===== src/hdl/ipp_pkg.sv =====
// Shared types, character codes and helpers for the IP address text parser.
// No dependencies; imported by the core and the top level.
package ipp_pkg;

	localparam logic [7:0] CH_NUL   = 8'h00;
	localparam logic [7:0] CH_DOT   = 8'h2e;
	localparam logic [7:0] CH_COLON = 8'h3a;

	localparam logic [1:0] FAM_V4 = 2'd0;
	localparam logic [1:0] FAM_V6 = 2'd1;

	localparam logic [7:0]  V4_OCTET_MAX = 8'd255;
	localparam int unsigned V6_GROUPS    = 8;

	typedef enum logic [1:0] {
		ST_OK        = 2'd0,
		ST_MALFORMED = 2'd1,
		ST_FAMILY    = 2'd2
	} status_t;

	typedef enum logic [2:0] {
		PH_START  = 3'd0,
		PH_COLON1 = 3'd1,
		PH_GAP    = 3'd2,
		PH_GROUP  = 3'd4,
		PH_SEP    = 3'd5
	} phase_t;

	typedef struct packed {
		logic       ok;
		logic [3:0] val;
	} hex_t;

	typedef struct packed {
		status_t     status;
		logic [63:0] addr_hi;
		logic [63:0] addr_lo;
	} result_t;

	function automatic hex_t hex_digit(input logic [7:0] c);
		hex_t h;
		h.ok  = 1'b1;
		h.val = c[3:0];
		if (c inside {[8'h30:8'h39]}) begin
			h.val = c[3:0];
		end else if (c inside {[8'h61:8'h66], [8'h41:8'h46]}) begin
			h.val = c[3:0] + 4'd9;
		end else begin
			h.ok = 1'b0;
		end
		return h;
	endfunction

endpackage


===== src/hdl/ipp_text_if.sv =====
// Character channel of the IP address text parser: valid/ready plus one
// character and the address family. No dependencies.
interface ipp_text_if;
	logic       valid;
	logic       ready;
	logic [7:0] ch;
	logic [1:0] func;

	modport source (output valid, output ch, output func, input ready);
	modport sink (input valid, input ch, input func, output ready);
endinterface


===== src/hdl/ipp_result_if.sv =====
// Result channel of the IP address text parser: valid/ready plus status
// and the 16 address bytes. No dependencies.
interface ipp_result_if;
	logic        valid;
	logic        ready;
	logic [1:0]  status;
	logic [63:0] addr_hi;
	logic [63:0] addr_lo;

	modport source (output valid, output status, output addr_hi, output addr_lo, input ready);
	modport sink (input valid, input status, input addr_hi, input addr_lo, output ready);
endinterface


===== src/hdl/ipp_core.sv =====
// Parse state of the IP address text parser: per-character update and
// end-of-string result assembly. Depends on ipp_pkg.
module ipp_core import ipp_pkg::*; (
	input  logic       clk,
	input  logic       arst_n,
	input  logic       step,
	input  logic [7:0] ch,
	input  logic [1:0] func,
	output result_t    res
);

	logic         first_q;
	logic [1:0]   fam_q;
	logic         failed_q;
	phase_t       phase_q;
	logic [15:0]  digit_q;
	logic         seen_q;
	logic [3:0]   count_q;
	logic [3:0]   gap_pos_q;
	logic         gap_q;
	logic [127:0] tail_q;
	logic [15:0]  head_q [V6_GROUPS];

	logic [1:0]   fam_c;
	logic         failed_c;
	phase_t       phase_c;
	logic [15:0]  digit_c;
	logic         seen_c;
	logic [3:0]   count_c;
	logic [3:0]   gap_pos_c;
	logic         gap_c;
	logic [127:0] tail_c;

	logic         first_n;
	logic         failed_n;
	phase_t       phase_n;
	logic [15:0]  digit_n;
	logic         seen_n;
	logic [3:0]   count_n;
	logic [3:0]   gap_pos_n;
	logic         gap_n;
	logic [127:0] tail_n;
	logic         we;
	logic [2:0]   widx;

	hex_t         h;
	logic [11:0]  v4_sum;

	// Current state, with string-start values on the first character
	always_comb begin
		if (first_q) begin
			fam_c     = func;
			failed_c  = 1'b0;
			phase_c   = PH_START;
			digit_c   = '0;
			seen_c    = 1'b0;
			count_c   = '0;
			gap_pos_c = '0;
			gap_c     = 1'b0;
			tail_c    = '0;
		end else begin
			fam_c     = fam_q;
			failed_c  = failed_q;
			phase_c   = phase_q;
			digit_c   = digit_q;
			seen_c    = seen_q;
			count_c   = count_q;
			gap_pos_c = gap_pos_q;
			gap_c     = gap_q;
			tail_c    = tail_q;
		end
	end

	assign h      = hex_digit(ch);
	assign v4_sum = 12'(digit_c[7:0]) * 12'd10 + {8'd0, ch[3:0]};

	always_comb begin
		first_n   = first_q;
		failed_n  = failed_c;
		phase_n   = phase_c;
		digit_n   = digit_c;
		seen_n    = seen_c;
		count_n   = count_c;
		gap_pos_n = gap_pos_c;
		gap_n     = gap_c;
		tail_n    = tail_c;
		we        = 1'b0;
		widx      = count_c[2:0];
		if (ch == CH_NUL) begin
			first_n = 1'b1;
		end else begin
			first_n = 1'b0;
			if (!fam_c[1] && !failed_c) begin
				if (fam_c == FAM_V4) begin
					if (ch inside {[8'h30:8'h39]}) begin
						if (v4_sum > {4'd0, V4_OCTET_MAX}) begin
							failed_n = 1'b1;
						end else begin
							digit_n = {4'd0, v4_sum};
							seen_n  = 1'b1;
						end
					end else if (ch == CH_DOT) begin
						if (!seen_c || count_c >= 4'd3) begin
							failed_n = 1'b1;
						end else begin
							we      = 1'b1;
							count_n = count_c + 4'd1;
							digit_n = '0;
							seen_n  = 1'b0;
						end
					end else begin
						failed_n = 1'b1;
					end
				end else begin
					case (phase_c)
						PH_START, PH_GAP, PH_SEP: begin
							if (h.ok) begin
								if (count_c >= 4'(V6_GROUPS)) begin
									failed_n = 1'b1;
								end else begin
									digit_n = {12'd0, h.val};
									seen_n  = 1'b1;
									phase_n = PH_GROUP;
								end
							end else if (ch == CH_COLON && phase_c == PH_START) begin
								phase_n = PH_COLON1;
							end else if (ch == CH_COLON && phase_c == PH_SEP && !gap_c) begin
								gap_n     = 1'b1;
								gap_pos_n = count_c;
								phase_n   = PH_GAP;
							end else begin
								failed_n = 1'b1;
							end
						end
						PH_COLON1: begin
							if (ch == CH_COLON) begin
								gap_n     = 1'b1;
								gap_pos_n = '0;
								phase_n   = PH_GAP;
							end else begin
								failed_n = 1'b1;
							end
						end
						PH_GROUP: begin
							if (h.ok) begin
								if (digit_c[15:12] != 4'd0) begin
									failed_n = 1'b1;
								end else begin
									digit_n = {digit_c[11:0], h.val};
								end
							end else if (ch == CH_COLON) begin
								if (gap_c) begin
									tail_n = {tail_c[111:0], digit_c};
								end else begin
									we = 1'b1;
								end
								count_n = count_c + 4'd1;
								digit_n = '0;
								seen_n  = 1'b0;
								phase_n = PH_SEP;
							end else begin
								failed_n = 1'b1;
							end
						end
						default: begin
							failed_n = 1'b1;
						end
					endcase
				end
			end
		end
	end

	always_ff @(posedge clk or negedge arst_n) begin
		if (!arst_n) begin
			first_q   <= 1'b1;
			fam_q     <= FAM_V4;
			failed_q  <= 1'b0;
			phase_q   <= PH_START;
			digit_q   <= '0;
			seen_q    <= 1'b0;
			count_q   <= '0;
			gap_pos_q <= '0;
			gap_q     <= 1'b0;
			tail_q    <= '0;
		end else if (step) begin
			first_q   <= first_n;
			fam_q     <= fam_c;
			failed_q  <= failed_n;
			phase_q   <= phase_n;
			digit_q   <= digit_n;
			seen_q    <= seen_n;
			count_q   <= count_n;
			gap_pos_q <= gap_pos_n;
			gap_q     <= gap_n;
			tail_q    <= tail_n;
		end
	end

	always_ff @(posedge clk) begin
		if (step && we) begin
			head_q[widx] <= digit_c;
		end
	end

	// End-of-string assembly
	logic         in_group;
	logic [3:0]   cnt_e;
	logic [127:0] tail_e;
	logic [127:0] words;
	logic [15:0]  head_w;

	assign in_group = (phase_c == PH_GROUP);
	assign cnt_e    = count_c + {3'd0, in_group};
	assign tail_e   = (in_group && gap_c) ? {tail_c[111:0], digit_c} : tail_c;

	always_comb begin
		words = tail_e;
		for (int p = 0; p < V6_GROUPS; p++) begin
			head_w = head_q[p];
			if (p == V6_GROUPS - 1 && in_group && !gap_c) begin
				head_w = digit_c;
			end
			if (!gap_c || 4'(p) < gap_pos_c) begin
				words[127 - 16 * p -: 16] = words[127 - 16 * p -: 16] | head_w;
			end
		end
	end

	always_comb begin
		res.status  = ST_OK;
		res.addr_hi = '0;
		res.addr_lo = '0;
		if (fam_c[1]) begin
			res.status = ST_FAMILY;
		end else if (failed_c) begin
			res.status = ST_MALFORMED;
		end else if (fam_c == FAM_V4) begin
			if (!seen_c || count_c != 4'd3) begin
				res.status = ST_MALFORMED;
			end else begin
				res.addr_hi = {head_q[0][7:0], head_q[1][7:0], head_q[2][7:0],
					digit_c[7:0], 32'd0};
			end
		end else if (in_group && count_c >= 4'(V6_GROUPS)) begin
			res.status = ST_MALFORMED;
		end else if (!in_group && phase_c != PH_GAP) begin
			res.status = ST_MALFORMED;
		end else if (gap_c ? (cnt_e >= 4'(V6_GROUPS)) : (cnt_e != 4'(V6_GROUPS))) begin
			res.status = ST_MALFORMED;
		end else begin
			res.addr_hi = words[127:64];
			res.addr_lo = words[63:0];
		end
	end

endmodule


===== src/hdl/ip_address_text_parser.sv =====
// Path: a terminator beat is held in the input register, then its result
// is held in the result register until the sink takes it.
// Throughput: one character per cycle; a terminator waits for a held result.
// Reset: clears both valid flags and the parse state; the first character
// after reset starts a new string.
module ip_address_text_parser import ipp_pkg::*; (
	input  logic clk,
	input  logic arst_n,
	ipp_text_if.sink     text,
	ipp_result_if.source result
);

	logic       valid_s1;
	logic [7:0] ch_s1;
	logic [1:0] func_s1;
	logic       res_valid_q;
	result_t    res_q;
	result_t    res_c;
	logic       advance;
	logic       term;

	assign term       = (ch_s1 == CH_NUL);
	assign advance    = valid_s1 && (!term || !res_valid_q || result.ready);
	assign text.ready = !valid_s1 || advance;

	always_ff @(posedge clk or negedge arst_n) begin
		if (!arst_n) begin
			valid_s1 <= 1'b0;
		end else if (text.ready) begin
			valid_s1 <= text.valid;
		end
	end

	always_ff @(posedge clk) begin
		if (text.ready && text.valid) begin
			ch_s1   <= text.ch;
			func_s1 <= text.func;
		end
	end

	ipp_core u_core (
		.clk    (clk),
		.arst_n (arst_n),
		.step   (advance),
		.ch     (ch_s1),
		.func   (func_s1),
		.res    (res_c)
	);

	always_ff @(posedge clk or negedge arst_n) begin
		if (!arst_n) begin
			res_valid_q <= 1'b0;
		end else if (advance && term) begin
			res_valid_q <= 1'b1;
		end else if (result.ready) begin
			res_valid_q <= 1'b0;
		end
	end

	always_ff @(posedge clk) begin
		if (advance && term) begin
			res_q <= res_c;
		end
	end

	assign result.valid   = res_valid_q;
	assign result.status  = res_q.status;
	assign result.addr_hi = res_q.addr_hi;
	assign result.addr_lo = res_q.addr_lo;

endmodule


===== src/flat_wrapper.sv =====
// flat-port wrapper written by rule: the top's interface ports become plain ports
module ip_address_text_parser_flat import ipp_pkg::*;
  (clk, arst_n, text_valid, text_ch, text_func, text_ready, result_valid, result_status, result_addr_hi, result_addr_lo, result_ready);
  ipp_text_if text_i ();
  ipp_result_if result_i ();
  input  logic clk;
  input  logic arst_n;
  input wire logic [$bits(text_i.valid)-1:0] text_valid;
  input wire logic [$bits(text_i.ch)-1:0] text_ch;
  input wire logic [$bits(text_i.func)-1:0] text_func;
  output wire logic [$bits(text_i.ready)-1:0] text_ready;
  output wire logic [$bits(result_i.valid)-1:0] result_valid;
  output wire logic [$bits(result_i.status)-1:0] result_status;
  output wire logic [$bits(result_i.addr_hi)-1:0] result_addr_hi;
  output wire logic [$bits(result_i.addr_lo)-1:0] result_addr_lo;
  input wire logic [$bits(result_i.ready)-1:0] result_ready;
  assign text_i.valid = text_valid;
  assign text_i.ch = text_ch;
  assign text_i.func = text_func;
  assign text_ready = text_i.ready;
  assign result_valid = result_i.valid;
  assign result_status = result_i.status;
  assign result_addr_hi = result_i.addr_hi;
  assign result_addr_lo = result_i.addr_lo;
  assign result_i.ready = result_ready;
  ip_address_text_parser u_core (.clk(clk), .arst_n(arst_n), .text(text_i), .result(result_i));
endmodule

===== config.mk =====
export PLATFORM = sky130hd
export DESIGN_NAME = ip_address_text_parser_flat
export DESIGN_NICKNAME = d
export VERILOG_FILES = /design/src/hdl/ipp_pkg.sv /design/src/hdl/ipp_text_if.sv /design/src/hdl/ipp_result_if.sv /design/src/hdl/ipp_core.sv /design/src/hdl/ip_address_text_parser.sv /design/src/flat_wrapper.sv
export SDC_FILE = /design/constraint.sdc
export NUM_CORES = 1
export LEC_CHECK = 0
export ABC_AREA = 1
export BUFFER_PORTS_ARGS = -buffer_cell sky130_fd_sc_hd__buf_2
export CAP_MARGIN = 20
export CORE_MARGIN = 4
export CORE_UTILIZATION = 55
export CTS_CLUSTER_SIZE = 10
export DETAILED_ROUTE_END_ITERATION = 12
export HOLD_SLACK_MARGIN = 0.05
export PLACE_DENSITY = 0.77
export SLEW_MARGIN = 5
export SYNTH_ARGS = -nofsm -noshare
export SYNTH_HDL_FRONTEND = slang
export SYNTH_SLANG_ARGS = --single-unit

===== constraint.sdc =====
create_clock -name clk -period 4.6 [get_ports clk]
set_input_delay 0.23 -clock clk [delete_from_list [all_inputs] [get_ports clk]]
set_output_delay 0.23 -clock clk [all_outputs]
set_load 0.01 [all_outputs]

== Word-level counts from Yosys, hierarchy flattened ==
Memory sizes are Yosys's and may differ from the RTL's.
Index checks and enable logic that the tools add are counted.

* Output and inout port bits: 132
* Memory bits (writable): 128
* Bits in registers: 303
* Input port bits: 14
* Memories: 1
* Logic and storage cells: 235

* Multipliers: 1
* Bitwise logic cells: 8
* Order comparisons: 18
* Reductions and logical operators: 45
* Mux-type cells: 132
* $add $sub $neg: 4
* Eq/ne operators: 9

{| class="wikitable"
|+ Memories
! memory !! depth !! width !! read ports !! clocked after memory_dff !! wr ports !! line !! RTL
|-
| u_core.u_core.head_q || 8 || 16 || 8 || 0 || 1 || ipp_core.sv:22 || <nowiki>logic [15:0] head_q [V6_GROUPS];</nowiki>
|}

{| class="wikitable"
|+ Operators by type and width
! kind !! count
|-
| $mux W128 || 12
|-
| $mux W16 || 22
|-
| $or A16 B16 Y16 || 8
|-
| $mux W4 || 20
|-
| $mux W65 || 1
|-
| $mux W64 || 1
|-
| $mux W1 || 58
|-
| $mux W3 || 11
|-
| $pmux W16 S2 || 1
|-
| $eq A8 B6 Y1 const B || 2
|-
| $ge A8 B7 Y1 const B || 2
|-
| $le A8 B7 Y1 const B || 2
|-
| $lt A3 B4 Y1 const A || 4
|-
| $logic_and A1 B1 Y1 || 15
|-
| $logic_or A1 B1 Y1 || 13
|-
| $add A12 B4 Y12 || 1
|-
| $gt A12 B8 Y1 const B || 1
|-
| $mul A8 B3 Y11 const B || 1
|-
| $pmux W3 S3 || 1
|-
| $ge A4 B4 Y1 const B || 2
|-
| $ge A8 B6 Y1 const B || 1
|-
| $le A8 B6 Y1 const B || 1
|-
| $logic_not A1 Y1 || 8
|-
| $logic_not A8 Y1 || 1
|-
| 23 further kinds || 28
|}

== Logic depth before layout (Yosys ltp) ==
* Depth in word-level cells: 13
* Mapped depth: 23
* Gate-level depth less buffers: 21

== Modules after synthesis ==
From an unflattened synthesis, not the netlist that was laid out.

* Cells, all modules: 2316
* Area total of the unflattened synthesis: 21559.4 um^2

{| class="wikitable"
|+ By module, submodules not included
! module !! area each (um^2) !! instances !! cells each !! sequential area each (um^2)
|-
| ipp_core || 17217.8 || 1 || 2155 || 7873.8
|-
| ip_address_text_parser || 4341.7 || 1 || 161 || 4254.1
|}

== Least setup slack after synthesis ==
No wires, ideal clock.

* Kind: register -> register
* From: register u_core.ch_s1[0]
* To: register u_core.res_q, in the netlist u_core.result.addr_hi[0] (enable)
* Stages on the path, launching flop included: 14
* Setup time: 483 ps
* Buffers on the path: 2
* Clock period less this slack: 4868 ps
* Setup slack: -268 ps
* Data arrival time: 4385 ps
* Required time: 4117 ps
* Cell sequence: edfxtp_1 -> inv_1 -> ha_1 -> inv_1 -> nor3_1 -> nand2_1 -> inv_1 -> nand3_1 -> nand2_1 -> inv_1 -> buf_2 -> clkbuf_1 -> nand2_1 -> inv_1

* Longest elaborated chain between the ends: 6

{| class="wikitable"
|+ Ends and longest elaborated chain
! what !! line !! RTL
|-
| start: declaration || ip_address_text_parser.sv:14 || <nowiki>logic [7:0] ch_s1;</nowiki>
|-
| start signal: assignment || ip_address_text_parser.sv:36 || <nowiki>ch_s1 <= text.ch;</nowiki>
|-
| $logic_not A8 Y1 (*) || ip_address_text_parser.sv:22 || <nowiki>assign term = (ch_s1 == CH_NUL);</nowiki>
|-
| $logic_not A1 Y1 || ip_address_text_parser.sv:23 || <nowiki>assign advance = valid_s1 && (!term || !res_valid_q || result.ready);</nowiki>
|-
| $logic_or A1 B1 Y1 (2 in a row) || ip_address_text_parser.sv:23 ||
|-
| $logic_and A1 B1 Y1 || ip_address_text_parser.sv:23 ||
|-
| $logic_and A1 B1 Y1 (*) || ip_address_text_parser.sv:61 || <nowiki>if (advance && term) begin</nowiki>
|-
| end signal: assignment || ip_address_text_parser.sv:62 || <nowiki>res_q <= res_c;</nowiki>
|-
| end: declaration || ip_address_text_parser.sv:17 || <nowiki>result_t res_q;</nowiki>
|}

Mark *: on every way between the ends. The rest lies on a longest branch, timed or not.
A chain may end at the register's enable or synchronous reset.

== Worst setup path in the final report ==
* From: register u_core.u_core.first_q
* To: register u_core.u_core.digit_q[12]

* Longest elaborated chain between the ends: 9
* Elaborated cells between the ends (all ways): 36
* Those cells by class: add/sub: 1; mul: 1; order compare: 3; eq/ne: 3; mux: 19; reduce/logical: 9

{| class="wikitable"
|+ Ends and longest elaborated chain
! what !! line !! RTL
|-
| start: declaration || ipp_core.sv:12 || <nowiki>logic first_q;</nowiki>
|-
| start signal: assignment || ipp_core.sv:187 || <nowiki>first_q <= first_n;</nowiki>
|-
| $mux W16 || ipp_core.sv:51 || <nowiki>if (first_q) begin</nowiki>
|-
| named net u_core.u_core.digit_c[1] || ipp_core.sv:27 || <nowiki>logic [15:0] digit_c;</nowiki>
|-
| $mul A8 B3 Y11 || ipp_core.sv:75 || <nowiki>assign v4_sum = 12'(digit_c[7:0]) * 12'd10 + {8'd0, ch[3:0]};</nowiki>
|-
| $add A12 B4 Y12 || ipp_core.sv:75 ||
|-
| $gt A12 B8 Y1 || ipp_core.sv:96 || <nowiki>if (v4_sum > {4'd0, V4_OCTET_MAX}) begin</nowiki>
|-
| $mux W16 || ipp_core.sv:96 ||
|-
| $mux W16 || ipp_core.sv:95 || <nowiki>if (ch inside {[8'h30:8'h39]}) begin</nowiki>
|-
| $mux W16 || ipp_core.sv:94 || <nowiki>if (fam_c == FAM_V4) begin</nowiki>
|-
| $mux W16 || ipp_core.sv:93 || <nowiki>if (!fam_c[1] && !failed_c) begin</nowiki>
|-
| $mux W16 || ipp_core.sv:89 || <nowiki>if (ch == CH_NUL) begin</nowiki>
|-
| end signal: assignment || ipp_core.sv:191 || <nowiki>digit_q <= digit_n;</nowiki>
|-
| end: declaration || ipp_core.sv:16 || <nowiki>logic [15:0] digit_q;</nowiki>
|}

The timed path passes the listed nets, and every way through them passes these cells.

==> metrics.txt <==
Slew HR 0.2246; Nets 2,789; Layout Area Growth over Synthesis 13.04%; drt wl/cell 20.89 um; clock tree buffer depth 3; initial antenna violation count 1; Post-CTS Setup Bufs 0; Cells after Synth 2,640; Worst R2R End u_core.u_core.digit_q[12]; Layout fillers 3,396; Num CTS Buffers 50; LEAKAGE 0.01130 uW; top cell type's share of synthesized area 0.3565; Max Slew Vio Count 0; post-synthesis area per instance 8.551 um2; CTS H-Tree Depth 2; Post-Route WL 69,380 um; post-synthesis async set-or-reset flop share 0.3782; Layout Skew 0.01376 ns; Pwr Total 12,470 uW; IO Port Bufs 145; Ys Warns 0; flop2flop setup slack 0.63 ns; WP data arrival 4.45 ns; FF-to-FF Start u_core.u_core.first_q; Pre-antenna DRT Iters 7; synth unique cells 43; critical path class reg2reg; DR vias 19,897; die height 210.6 um; cell area power density 488.6 nW/um2; Final period util 0.8620; most frequent cell after synthesis nor2_1; Post-synth EDFFs 268; Seq cells post-synth 431; Hold Vio Cnt, Final 0; Root Driver clkbuf_16; Max Cap Viol 0; syn_nets 2,672; row cnt 73; CP required 5.08 ns; Ports 146; Initial Utilization 0.5617; die area 44,350 um2; post-DP HPWL 45,650 um; Antenna Nets Post-Route 0; Worst-Skew Late Latency 0.59 ns; Primary FF master, synth edfxtp_1; Netlist Area Pre-Place 22,570 um2; sequential-to-total area share from yosys stat 0.5372; clk slew on worst S/H paths 0.06 ns; worst min path class in2async; vias in the first global route 19,152; outcome complete, no violations; top cells by area, synth edfxtp_1 (36%), dfrtp_1 (18%), nor2_1 (8.2%); global-route wire length before repair 107,800 um; largest net degree at the start of global routing 142; post-cts resize count 0; Core Util, Final 0.6350; Peak Freq 0.2522 GHz; min Tclk post-route 3.965 ns; DR vias/cell 5.991; GP Congestion 1.006; M1 wire length 27,390 um; highest routing layer actually used met4; final worst slack 0.6349 ns; crit path capture type flip-flop; Peak VDD IR 0.5804 mV; Residual DRC 0; antenna diode count 0; setup TNS 0 ns; CTS tree done; gr usage total 0.3074; leading area contributor after synthesis edfxtp_1; grt ovf 0; top cells by count, synth nor2_1 (495), inv_1 (437), nand2_1 (401), edfxtp_1 (268), dfrtp_1 (162); Setup Viol. Count Final 0; DR WL met2 32,460 um; total length of routed met3 wires 6576 um; Reg2Reg Depth 19; RSZ-0062 raised after global routing false; crit path launch u_core.u_core.first_q; Worst Setup EP u_core.u_core.digit_q[12]; core footprint 40,190 um2; layout cells sized above 1 0.1134; clock sink total 431; Place WS 0.7669 ns; worst slew pin tran 1.162 ns; critical-path maximum fanout 24; crit path launch type flip-flop; DR iter-0 viols 2,538; die width 210.6 um
[stage by stage]
stage | cells | cell area, um2 | hold slack, ns
after global routing | 3321 | 25520 | 0.07576
final | 3321 | 25520 | 0.07079
after CTS | 3319 | 25460 | 0.3134
after detailed placement | 3214 | 23850 | 0.4081
after global placement | 3214 | 23850 | 0.4074
after floorplan | 2640 | 22580 | -0.06559
[placed cells by master (no fill, tap or decap), types with 47 or more instances in the layout]
cell type / instances
a21oi_1: 70
a221oi_1: 96
nand2_1: 400
o21ai_1: 92
dfrtp_1: 162
o21ai_0: 102
o211ai_1: 108
edfxtp_1: 268
nand3_1: 68
buf_4: 47
inv_1: 435
clkbuf_16: 51
nor2_1: 491
buf_2: 144
[area by class of cell]
type,count,area [um2],area share
Clock buffer,86,1428,0.05595
Clock inverter,5,43.79,0.001716
Inverter,446,1683,0.06595
Multi-Input combinational cell,1613,8155,0.3196
Sequential cell,431,12130,0.4754
Tap cell,525,656.9,0.02574
Timing Repair Buffer,215,1420,0.05565
[registers in the layout, indices dropped and copies added, names as in the netlist, 2 cells and up]
signal / flops
u_core.u_core.digit_q: 16
u_core.result.status: 2
u_core.u_core.fam_q: 2
u_core.result.addr_lo: 64
u_core.u_core.head_q: 128
u_core.u_core.count_q: 4
u_core.u_core.phase_q: 3
u_core.ch_s1: 8
u_core.func_s1: 2
u_core.u_core.tail_q: 128
u_core.result.addr_hi: 64
u_core.u_core.gap_pos_q: 4
[worst max-delay path, cell delays in order (launching register included)]
cell     delay (ns)
dfstp_4        0.83
inv_2          0.13
nand2_1        0.10
inv_1          0.25
nor2_1         0.17
nor2_1         0.06
ha_1           0.25
fa_1           0.47
nand3_1        0.09
nand3_1        0.11
nand2_1        0.11
nand2_1        0.06
nand2_1        0.05
nand2_1        0.05
nor2_2         0.33
nand4_2        0.42
nand3_1        0.18
nand2_1        0.07
nand2_1        0.06
nand2_1        0.05
[how the worst min path moves through the flow]
| stage | startpoint | end | slack (ns) | depth (start not counted) |
|---|---|---|---|---|
| floorplan | arst_n | u_core.result.valid | -0.07 | 0 |
| global placement | text_ch[2] | u_core.ch_s1[2] | 0.41 | 1 |
| CTS | text_func[1] | u_core.func_s1[1] | 0.31 | 2 |
| global route | arst_n | u_core.u_core.tail_q[60] | 0.08 | 2 |
| detailed placement | text_func[1] | u_core.func_s1[1] | 0.41 | 1 |
| finish | arst_n | u_core.u_core.tail_q[60] | 0.07 | 2 |
[logic make-up (layout without fill, tap and decap cells)]
group / after synthesis / count (layout) / synth area share
and+or+nand+nor: 1047 / 1047 / 0.1893
buffers and inverters: 596 / 752 / 0.1044
AOI/OAI and AO/OA: 539 / 539 / 0.1552
DFF: 431 / 431 / 0.5372
adders and majority gates: 18 / 18 / 0.01031
xor gates and xnor gates: 9 / 9 / 0.003492
[metal layers]
metal	up-vias	track usage
met3	206	0.05790
li1	9076	-
met4	0	0.1207
met5	-	0
met2	1133	0.4947
met1	9482	0.4174
[repair_timing]
| item | 4_1_cts | 5_1_grt |
|---|---|---|
| setup endpoints to repair | 0 | 0 |
| endpoints found under the hold margin | 112 | 0 |
| hold buffers | 14 | 0 |
[power breakdown]
group / leakage [uW] / internal [uW] / switching [uW]
Sequential: 0.00413 / 4600 / 278
Combinational: 0.00646 / 1080 / 2830
Clock: 0.000708 / 2100 / 1580
Note: power is estimated with default switching activity, not from simulation.
